$ cat src/hdl/bums_pkg.sv
// shared types and state codes for the bottom-up merge sorter
`timescale 1ns / 1ps
package bums_pkg;
   localparam int VALUE_W = 8;
   typedef logic [VALUE_W-1:0] value_type;

   localparam int STATE_W = 3;
   typedef logic [STATE_W-1:0] state_type;

   localparam state_type ST_LOAD  = 3'd0;
   localparam state_type ST_PASS  = 3'd1;
   localparam state_type ST_SEG   = 3'd2;
   localparam state_type ST_MRD   = 3'd3;
   localparam state_type ST_MWR   = 3'd4;
   localparam state_type ST_ERD   = 3'd5;
   localparam state_type ST_EPUT  = 3'd6;
   localparam state_type ST_EWAIT = 3'd7;
endpackage

$ cat src/hdl/bums_ram.sv
// generic ram, one write port and two registered read ports
`timescale 1ns / 1ps
module bums_ram #(
   parameter int WIDTH = 8,
   parameter int DEPTH = 64
) (
   input  logic                     clock,
   input  logic                     wr_en,
   input  logic [$clog2(DEPTH)-1:0] wr_addr,
   input  logic [WIDTH-1:0]         wr_data,
   input  logic [$clog2(DEPTH)-1:0] rd_addr_a,
   output logic [WIDTH-1:0]         rd_data_a,
   input  logic [$clog2(DEPTH)-1:0] rd_addr_b,
   output logic [WIDTH-1:0]         rd_data_b
);
   logic [WIDTH-1:0] mem [DEPTH];
   logic [WIDTH-1:0] rd_data_a_ff;
   logic [WIDTH-1:0] rd_data_b_ff;

   always_ff @(posedge clock) begin
      if (wr_en) begin
         mem[wr_addr] <= wr_data;
      end
      rd_data_a_ff <= mem[rd_addr_a];
      rd_data_b_ff <= mem[rd_addr_b];
   end

   assign rd_data_a = rd_data_a_ff;
   assign rd_data_b = rd_data_b_ff;
endmodule

$ cat src/hdl/bums_emit.sv
// output register stage for the sorted result beats
`timescale 1ns / 1ps
module bums_emit (
   input  logic               clock,
   input  logic               reset,
   input  logic               load,
   input  bums_pkg::value_type load_value,
   input  logic               load_final,
   output logic               busy,
   output logic               rsp_valid,
   input  logic               rsp_stall,
   output bums_pkg::value_type rsp_sorted_value,
   output logic               rsp_final_res
);
   import bums_pkg::*;

   logic      valid_ff;
   value_type value_ff;
   logic      final_ff;

   always_ff @(posedge clock) begin
      if (reset) begin
         valid_ff <= 1'b0;
      end else if (load) begin
         valid_ff <= 1'b1;
      end else if (!rsp_stall) begin
         valid_ff <= 1'b0;
      end
   end

   always_ff @(posedge clock) begin
      if (load) begin
         value_ff <= load_value;
         final_ff <= load_final;
      end
   end

   assign busy             = valid_ff;
   assign rsp_valid        = valid_ff;
   assign rsp_sorted_value = value_ff;
   assign rsp_final_res    = final_ff;
endmodule

$ cat src/hdl/bottom_up_merge_sorter.sv
// bottom-up merge sorter: load, ping-pong merge passes between two rams, emit
// load: one beat per cycle; a set of n values ends with the beat flagged last
// sort: ceil(log2 n) passes; per element: ram read, then compare and write,
//   with ST_PASS per pass, ST_SEG per run pair or lone run; a final ST_PASS starts emit
// emit: ST_ERD, ST_EPUT, ST_EWAIT per beat, held by rsp_stall; no new set taken till done
// reset: synchronous, active high; clears counters and control, ram contents stay undefined
`timescale 1ns / 1ps
module bottom_up_merge_sorter #(
   parameter int MAX_ELEMENTS = 64
) (
   input  logic                clock,
   input  logic                reset,
   input  logic                req_valid,
   output logic                req_stall,
   input  bums_pkg::value_type req_value,
   input  logic                req_last,
   output logic                rsp_valid,
   input  logic                rsp_stall,
   output bums_pkg::value_type rsp_sorted_value,
   output logic                rsp_final_res
);
   import bums_pkg::*;

   localparam int ADDR_W = $clog2(MAX_ELEMENTS);
   localparam int CNT_W  = $clog2(MAX_ELEMENTS + 1);
   localparam int WID_W  = CNT_W + 1;
   localparam int SUM_W  = CNT_W + 2;

   state_type             state_ff, state_in;
   logic [CNT_W-1:0]      count_ff, count_in;
   logic [WID_W-1:0]      width_ff, width_in;
   logic [CNT_W-1:0]      base_ff, base_in;
   logic [CNT_W-1:0]      mid_ff, mid_in;
   logic [CNT_W-1:0]      end_ff, end_in;
   logic [CNT_W-1:0]      left_ff, left_in;
   logic [CNT_W-1:0]      right_ff, right_in;
   logic [CNT_W-1:0]      wp_ff, wp_in;
   logic                  src_ff, src_in;

   logic                  req_accept;
   logic                  load_wr;
   logic [SUM_W-1:0]      n_ext;
   logic [SUM_W-1:0]      mid_sum;
   logic [SUM_W-1:0]      end_sum;
   logic [SUM_W-1:0]      next_base;
   logic [CNT_W-1:0]      wp_next;
   logic                  take_left;
   value_type             merge_value;

   logic [ADDR_W-1:0]     rd_addr_a;
   logic [ADDR_W-1:0]     rd_addr_b;
   logic                  a_wr_en;
   logic [ADDR_W-1:0]     a_wr_addr;
   value_type             a_wr_data;
   value_type             a_rd_a, a_rd_b;
   logic                  b_wr_en;
   value_type             b_rd_a, b_rd_b;
   value_type             src_rd_a, src_rd_b;

   logic                  emit_load;
   logic                  emit_final;
   logic                  emit_busy;

   assign req_stall  = (state_ff != ST_LOAD);
   assign req_accept = req_valid && !req_stall;
   assign load_wr    = req_accept && (count_ff < CNT_W'(MAX_ELEMENTS));

   assign n_ext     = SUM_W'(count_ff);
   assign mid_sum   = SUM_W'(base_ff) + SUM_W'(width_ff);
   assign end_sum   = SUM_W'(base_ff) + SUM_W'({width_ff, 1'b0});
   assign next_base = SUM_W'(base_ff) + SUM_W'({width_ff, 1'b0});
   assign wp_next   = wp_ff + CNT_W'(1);

   assign src_rd_a = src_ff ? b_rd_a : a_rd_a;
   assign src_rd_b = src_ff ? b_rd_b : a_rd_b;

   always_comb begin
      if (left_ff >= mid_ff) begin
         take_left = 1'b0;
      end else if (right_ff >= end_ff) begin
         take_left = 1'b1;
      end else begin
         take_left = (src_rd_a <= src_rd_b);
      end
   end
   assign merge_value = take_left ? src_rd_a : src_rd_b;

   assign rd_addr_a = (state_ff == ST_ERD) ? wp_ff[ADDR_W-1:0] : left_ff[ADDR_W-1:0];
   assign rd_addr_b = right_ff[ADDR_W-1:0];

   assign a_wr_en   = load_wr || ((state_ff == ST_MWR) && src_ff);
   assign a_wr_addr = (state_ff == ST_LOAD) ? count_ff[ADDR_W-1:0] : wp_ff[ADDR_W-1:0];
   assign a_wr_data = (state_ff == ST_LOAD) ? req_value : merge_value;
   assign b_wr_en   = (state_ff == ST_MWR) && !src_ff;

   assign emit_load  = (state_ff == ST_EPUT);
   assign emit_final = (wp_next == count_ff);

   always_comb begin
      state_in = state_ff;
      count_in = count_ff;
      width_in = width_ff;
      base_in  = base_ff;
      mid_in   = mid_ff;
      end_in   = end_ff;
      left_in  = left_ff;
      right_in = right_ff;
      wp_in    = wp_ff;
      src_in   = src_ff;
      unique case (state_ff)
         ST_LOAD: begin
            if (load_wr) begin
               count_in = count_ff + CNT_W'(1);
            end
            if (req_accept && req_last) begin
               width_in = WID_W'(1);
               src_in   = 1'b0;
               state_in = ST_PASS;
            end
         end
         ST_PASS: begin
            if (width_ff >= WID_W'(count_ff)) begin
               wp_in    = '0;
               state_in = ST_ERD;
            end else begin
               base_in  = '0;
               state_in = ST_SEG;
            end
         end
         ST_SEG: begin
            mid_in   = (mid_sum < n_ext) ? mid_sum[CNT_W-1:0] : count_ff;
            end_in   = (end_sum < n_ext) ? end_sum[CNT_W-1:0] : count_ff;
            left_in  = base_ff;
            right_in = (mid_sum < n_ext) ? mid_sum[CNT_W-1:0] : count_ff;
            wp_in    = base_ff;
            state_in = ST_MRD;
         end
         ST_MRD: begin
            state_in = ST_MWR;
         end
         ST_MWR: begin
            if (take_left) begin
               left_in = left_ff + CNT_W'(1);
            end else begin
               right_in = right_ff + CNT_W'(1);
            end
            wp_in = wp_next;
            if (wp_next == end_ff) begin
               if (next_base >= n_ext) begin
                  width_in = {width_ff[WID_W-2:0], 1'b0};
                  src_in   = !src_ff;
                  state_in = ST_PASS;
               end else begin
                  base_in  = next_base[CNT_W-1:0];
                  state_in = ST_SEG;
               end
            end else begin
               state_in = ST_MRD;
            end
         end
         ST_ERD: begin
            state_in = ST_EPUT;
         end
         ST_EPUT: begin
            wp_in    = wp_next;
            state_in = ST_EWAIT;
         end
         ST_EWAIT: begin
            if (!emit_busy) begin
               if (wp_ff == count_ff) begin
                  count_in = '0;
                  width_in = WID_W'(1);
                  left_in  = '0;
                  right_in = '0;
                  wp_in    = '0;
                  state_in = ST_LOAD;
               end else begin
                  state_in = ST_ERD;
               end
            end
         end
         default: begin
            state_in = ST_LOAD;
         end
      endcase
   end

   always_ff @(posedge clock) begin
      if (reset) begin
         state_ff <= ST_LOAD;
         count_ff <= '0;
         width_ff <= WID_W'(1);
         left_ff  <= '0;
         right_ff <= '0;
         wp_ff    <= '0;
         src_ff   <= 1'b0;
      end else begin
         state_ff <= state_in;
         count_ff <= count_in;
         width_ff <= width_in;
         left_ff  <= left_in;
         right_ff <= right_in;
         wp_ff    <= wp_in;
         src_ff   <= src_in;
      end
   end

   always_ff @(posedge clock) begin
      base_ff <= base_in;
      mid_ff  <= mid_in;
      end_ff  <= end_in;
   end

   bums_ram #(
      .WIDTH (VALUE_W),
      .DEPTH (MAX_ELEMENTS)
   ) u_ram_a (
      .clock     (clock),
      .wr_en     (a_wr_en),
      .wr_addr   (a_wr_addr),
      .wr_data   (a_wr_data),
      .rd_addr_a (rd_addr_a),
      .rd_data_a (a_rd_a),
      .rd_addr_b (rd_addr_b),
      .rd_data_b (a_rd_b)
   );

   bums_ram #(
      .WIDTH (VALUE_W),
      .DEPTH (MAX_ELEMENTS)
   ) u_ram_b (
      .clock     (clock),
      .wr_en     (b_wr_en),
      .wr_addr   (wp_ff[ADDR_W-1:0]),
      .wr_data   (merge_value),
      .rd_addr_a (rd_addr_a),
      .rd_data_a (b_rd_a),
      .rd_addr_b (rd_addr_b),
      .rd_data_b (b_rd_b)
   );

   bums_emit u_emit (
      .clock            (clock),
      .reset            (reset),
      .load             (emit_load),
      .load_value       (src_rd_a),
      .load_final       (emit_final),
      .busy             (emit_busy),
      .rsp_valid        (rsp_valid),
      .rsp_stall        (rsp_stall),
      .rsp_sorted_value (rsp_sorted_value),
      .rsp_final_res    (rsp_final_res)
   );
endmodule
$ cat config.mk
export PLATFORM = sky130hd
export DESIGN_NAME = bottom_up_merge_sorter
export DESIGN_NICKNAME = d
export VERILOG_FILES = /design/src/hdl/bums_pkg.sv /design/src/hdl/bums_ram.sv /design/src/hdl/bums_emit.sv /design/src/hdl/bottom_up_merge_sorter.sv
export SDC_FILE = /design/constraint.sdc
export NUM_CORES = 2
export LEC_CHECK = 0
export BUFFER_PORTS_ARGS = -buffer_cell sky130_fd_sc_hd__buf_2
export CELL_PAD_IN_SITES_DETAIL_PLACEMENT = 0
export CELL_PAD_IN_SITES_GLOBAL_PLACEMENT = 1
export CORE_MARGIN = 2
export CORE_UTILIZATION = 28
export DETAILED_ROUTE_END_ITERATION = 10
export GPL_ROUTABILITY_DRIVEN = 0
export PLACE_DENSITY_LB_ADDON = 0.1
export SETUP_SLACK_MARGIN = 0.5
export SYNTH_ARGS = -nofsm -noshare
export SYNTH_HDL_FRONTEND = slang
export SYNTH_SLANG_ARGS = --single-unit
$ cat constraint.sdc
create_clock -name clock -period 7.4 [get_ports clock]
set_clock_uncertainty 0.2 [all_clocks]
set_input_delay 0.74 -clock clock [delete_from_list [all_inputs] [get_ports clock]]
set_output_delay 0.74 -clock clock [all_outputs]
set_load 0.005 [all_outputs]
; ---- After elaboration in Yosys (flattened, before gate mapping)
; Memory sizes are Yosys's and may differ from the RTL's. A register that Yosys moved wholly into a read port is not among the register bits.
; Cells that the tools add are included.
[totals]
regBits = 71
ram_bits = 1024
out_inout_bits = 11
word_cells = 123
memories = 2
[op_classes]
addsub = 6
magnitude_cmp = 8
eq_ne = 22
n_mux = 47
reduce_logical = 25
[mem_list]
columns = name, depth, width, rd, rd_ports_with_merged_regs, write_ports, line
row1 = u_ram_a.mem, 64, 8, 2, 2, 1, bums_ram.sv:16  ; logic [WIDTH-1:0] mem [DEPTH];
row2 = u_ram_b.mem, 64, 8, 2, 2, 1, bums_ram.sv:16
[ops]
columns = cell, count
row1 = 2-to-1 mux 7 bit, 11
row2 = 2-to-1 mux 8 bit, 9
row3 = one-hot mux 7 bit (3 select lines), 2
row4 = "adder 7 x 1 -> 7 bit, second input constant", 4
row5 = one-hot mux 7 bit (2 select lines), 2
row6 = one-hot mux 7 bit (4 select lines), 1
row7 = one-hot mux 3 bit (8 select lines), 1
row8 = one-hot mux 8 bit (3 select lines), 1
row9 = AND reduction 4 bit, 6
row10 = == test 7 bit, 3
row11 = less-than comparator 9 x 7 -> 1 bit, 2
row12 = "inequality test 2 bit, second input constant", 8
row13 = 2-to-1 mux 3 bit, 5
row14 = >= comparator 7 bit, 2
row15 = "== test 3 bit, second input constant", 4
row16 = 2-to-1 mux 6 bit, 2
row17 = 2-to-1 mux 1 bit, 11
row18 = adder 7 x 8 -> 9 bit, 1
row19 = adder 7 x 9 -> 9 bit, 1
row20 = >= comparator 9 x 7 -> 1 bit, 1
row21 = nonzero test 3 bit, 3
row22 = >= comparator 8 x 7 -> 1 bit, 1
row23 = less-or-equal comparator 8 bit, 1
row24 = "inequality test 2 x 1 -> 1 bit, second input constant", 4
row25 = other kinds (14), 22

; ---- Logic depth before layout (Yosys ltp)
[depth]
depth_word = 7
ltp_mapped = 14

; ---- Hierarchy
; A second synthesis with hierarchy kept.
[hier_totals]
hier_cells = 3044
area_unflattened_um2 = 54172.0
[by_module_without_submodules]
columns = module, instances, cells_each, area_per_inst_um2, seq_area_each_um2
row1 = bums_ram, 2, 1211, 24274.5, 15695.1
row2 = bottom_up_merge_sorter, 1, 609, 5316.3, 1401.3
row3 = bums_emit, 1, 13, 306.5, 290.3

; ---- Worst setup path after synthesis
; OpenSTA, ideal clock, no wires.
[synth_path]
path_kind = register to register
from = register src_ff
to = memory u_ram_a.mem[0][1], data pin
setup_ns = 0.289
arrival_time_ns = 5.484
path_slack_ns = 1.427
stages_incl_launch_ff = 14
path_cell_list = dfxtp_1 -> buf_2 -> buf_1 -> mux2i_1 -> inv_1 -> ha_1 -> nand4_1 -> or3b_2 -> a21oi_1 -> o211ai_1 -> and2_4 -> buf_6 -> mux2i_1 -> mux2_2
[synth_between]
elab_chain_cells = 6
elab_cells_between_ends = 7
[synth_rtl]
columns = element, line
row1 = from (decl), bottom_up_merge_sorter.sv:38  ; logic src_ff, src_in;
row2 = from (signal assigned), bottom_up_merge_sorter.sv:204  ; src_ff <= src_in;
row3 = 2-to-1 mux 8 bit, bottom_up_merge_sorter.sv:74  ; assign src_rd_a = src_ff ? b_rd_a : a_rd_a;
row4 = via src_rd_a[3], bottom_up_merge_sorter.sv:58  ; value_type src_rd_a, src_rd_b;
row5 = less-or-equal comparator 8 bit, bottom_up_merge_sorter.sv:83  ; take_left = (src_rd_a <= src_rd_b);
row6 = 2-to-1 mux 1 bit, bottom_up_merge_sorter.sv:80  ; end else if (right_ff >= end_ff) begin
row7 = 2-to-1 mux 1 bit, bottom_up_merge_sorter.sv:78  ; if (left_ff >= mid_ff) begin
row8 = 2-to-1 mux 8 bit, bottom_up_merge_sorter.sv:86  ; assign merge_value = take_left ? src_rd_a : src_rd_b;
row9 = via merge_value[1], bottom_up_merge_sorter.sv:48  ; value_type merge_value;
row10 = 2-to-1 mux 8 bit, bottom_up_merge_sorter.sv:93  ; assign a_wr_data = (state_ff == ST_LOAD) ? req_value : merge_value;
row11 = via a_wr_data[1], bottom_up_merge_sorter.sv:54  ; value_type a_wr_data;
row12 = to (decl), bums_ram.sv:16
; The timed path passes the listed nets, and every way through them passes these cells.

; ---- Worst setup path after layout
[layout_path]
from = register src_ff
to = memory u_ram_a.mem[24][5], data pin
; The elaborated chain is that of the path after synthesis.

==> metrics <==
r2r worst-path depth=12; crit-path cells=mux2i_1 > inv_1 > ha_1 > nand4_1 > or3b_2 > a21oi_1 > o211ai_1 > and2_4 > mux2i_4 > buf_4 > mux2_2 > buf_4; Post-Syn Nets=3822; cell taking the most area after synthesis=edfxtp_1; Post-synth EDFFs=1053; maximum VDD drop=0.388 mV; vias in the first global route=35328; total global routing overflow=0; area grow syn2layout=14.8%; Vias=34809; nets=3887; WP depth=12; Final Setup Violations=0; RSZ-0062 raised after global routing=false; fraction of registers with async set/reset=0%; Main synth FF type=edfxtp_1; Worst EP required=7690 ps; Worst-Skew Late Latency=800 ps; share of cells above drive strength 1=17.2%; Worst slew margin=4.03%; Routed WL=209000 um; CP Launch Type=flop; Max FO, Critical Path=65; Port Buffer Count=23; Slew Viols, Final=0; Hold Path Cell Cnt=3; Setup TNS Final=0 ps; first-pass iteration count of the detailed router=5; standard-cell rows=162; final worst path period share=72.9%; Core Footprint=194000 um2; Synth top area share=57.9%; DRT iter0 DRCs=2751; synthesized cell area=54700 um2; Ports=24; GRT Total Usage=20.8%; CTS Buf Count=141; Residual DRC=0; clock root buffer=clkbuf_16; CP delay by family, top=buffers and inverters; Min Clock Period, post-route=5390 ps; leakage=22.4 nW; Min Hold Slack=229 ps; H-tree levels=4; first-pass GRT wire length=289000 um; clock-pin slew on the worst setup and hold paths=60 ps; post-DR vias/cell=5.38; max cap viols=0; outcome=completed; sequential area share after synthesis=60.5%; antenna viol nets, final=0; clk sink count=1126; Die Y=446 um; syn_area_per_cell=14.6 um2; Synth Warn #=0; Fill cells=18917; WP data arrival=5680 ps; worst-margin pin slew=1420 ps; WL/cell=32.3 um; Critical Path Max Stage Delay=1030 ps; Peak Freq=185 MHz; Worst Hold Class=input port to flop; critical path buffer and inverter count=3; initial core utilization=28.1%; Synth Register Bits=1126; sum of net half-perimeters after detailed placement=130000 um; endpoint class of the critical path=flop; CP Class=flop to flop; CTS tree=built; PwrDens=352 nW/um2; Die X=446 um; largest net degree at the start of global routing=101; maximum clock path buffer count=3; post-synth cell types=79; slowest CP cell=dfxtp_1; DIE AREA=199000 um2; most frequent CP cell=buf_4; Post-Synthesis Cells=3750; initial antenna violation count=7; Fin. Hold Viols=0; Area contributors post-synth=edfxtp_1 (58%), mux2i_1 (14%), mux4_2 (5.9%)
-- final cells by class --
cell class / count / area (um2) / share of cell area, %
flip-flops and latches: 1126 / 33100 / 52.8
multi-input cells: 2317 / 20300 / 32.4
clock buffers: 193 / 3840 / 6.12
well taps: 2542 / 3180 / 5.07
repair buffers: 187 / 1560 / 2.49
clock inverters: 59 / 553 / 0.881
inverters: 42 / 158 / 0.251
diodes: 4 / 10.0 / 0.0160
-- per-layer routing --
| layer | routed length, um | vias up | global-route usage, % |
|---|---|---|---|
| li1 | - | 15361 | - |
| met1 | 93300 | 18354 | 27.8 |
| met2 | 103000 | 858 | 35.6 |
| met3 | 8690 | 232 | 2.85 |
| met4 | 4280 | 4 | 4.94 |
| met5 | 27 | - | 0 |
-- layout by cell type (no fill, tap or decap), types with 23 or more instances in the layout --
cell,count
clkbuf_1,44
buf_4,146
mux2_2,87
mux4_2,144
a21oi_1,165
inv_1,40
ha_1,57
o221ai_1,64
nand4_1,26
mux2i_1,732
clkinv_1,24
o41ai_1,53
nand3_1,33
xnor2_1,24
clkbuf_16,144
nor2_1,159
dfxtp_1,68
o22ai_1,322
edfxtp_1,1053
o21ai_0,96
buf_2,23
nand2_1,115
-- power breakdown --
group	switching, mW	internal (mW)
Sequential	0.278	8.85
Combinational	4.48	1.82
Clock	2.80	3.87
-- metrics by stage --
| stage | std cells | power (mW) | utilization (%) | cell area [um2] | setup slack, ps |
|---|---|---|---|---|---|
| CTS | 6466 | 22.4 | 32.3 | 62700 | 1930 |
| finish | 6470 | 22.1 | 32.3 | 62700 | 2010 |
| detailed placement | 6213 | 15.7 | 30.0 | 58300 | 1950 |
| global route | 6468 | 23.0 | 32.3 | 62700 | 1610 |
| floorplan | 3750 | 12.8 | - | 54700 | 1430 |
| global placement | 6213 | 15.7 | 30.0 | 58300 | 1940 |
-- synthesized netlist by cell type, types with 73 or more instances --
library cell,instances
a21oi_1,167
buf_2,109
mux2i_1,739
mux2_2,87
mux4_2,144
clkbuf_1,97
nor2_1,165
o21ai_0,96
o22ai_1,322
dfxtp_1,73
nand2_1,124
edfxtp_1,1053
-- registers in the layout (all words and copies together) (netlist names) --
signal and flops:
state_ff 3, u_emit.rsp_sorted_value 8, src_ff 1, end_ff 7, count_ff 7, u_ram_b.rd_data_b 8
u_emit.rsp_final_res 1, base_ff 6, u_emit.busy 1, left_ff 7, u_ram_a.mem 512, width_ff 8
wp_ff 7, u_ram_b.rd_data_a 8, u_ram_a.rd_data_b 8, u_ram_b.mem 512, mid_ff 7, right_ff 7
u_ram_a.rd_data_a 8
-- what timing repair did --
action,in CTS,in global routing
hold endpoints to repair,1,0
gates resized for setup,0,0
hold buffers,1,0
buffers inserted,0,0
-- worst paths after layout --
kind,start,end,slack (ps)
hold / removal,reset,u_emit.busy,230
setup / recovery,src_ff,u_ram_a.mem[24][5],2010
setup reg to reg,src_ff,u_ram_a.mem[24][5],2010
hold reg to reg,right_ff[6],right_ff[6],330
-- worst min-delay path: cells and delay by family --
kind,cells,cell delay (ps)
buffers and inverters,2,310
and+or+nand+nor,1,120
-- cells by family (layout without fill, tap and decap cells) --
kind of cell	after synthesis	after routing	synth area share, %
XOR/XNOR	38	38	0.659
AND/OR/NAND/NOR	448	448	3.83
multiplexers	970	970	21.3
AO/OA/AOI/OAI	802	802	9.48
other	0	4	0
adder cells (fa/ha/maj)	59	59	1.38
flip-flops	1126	1126	60.5
buffers and inverters	307	481	2.86
(Power assumes the default switching activity.)
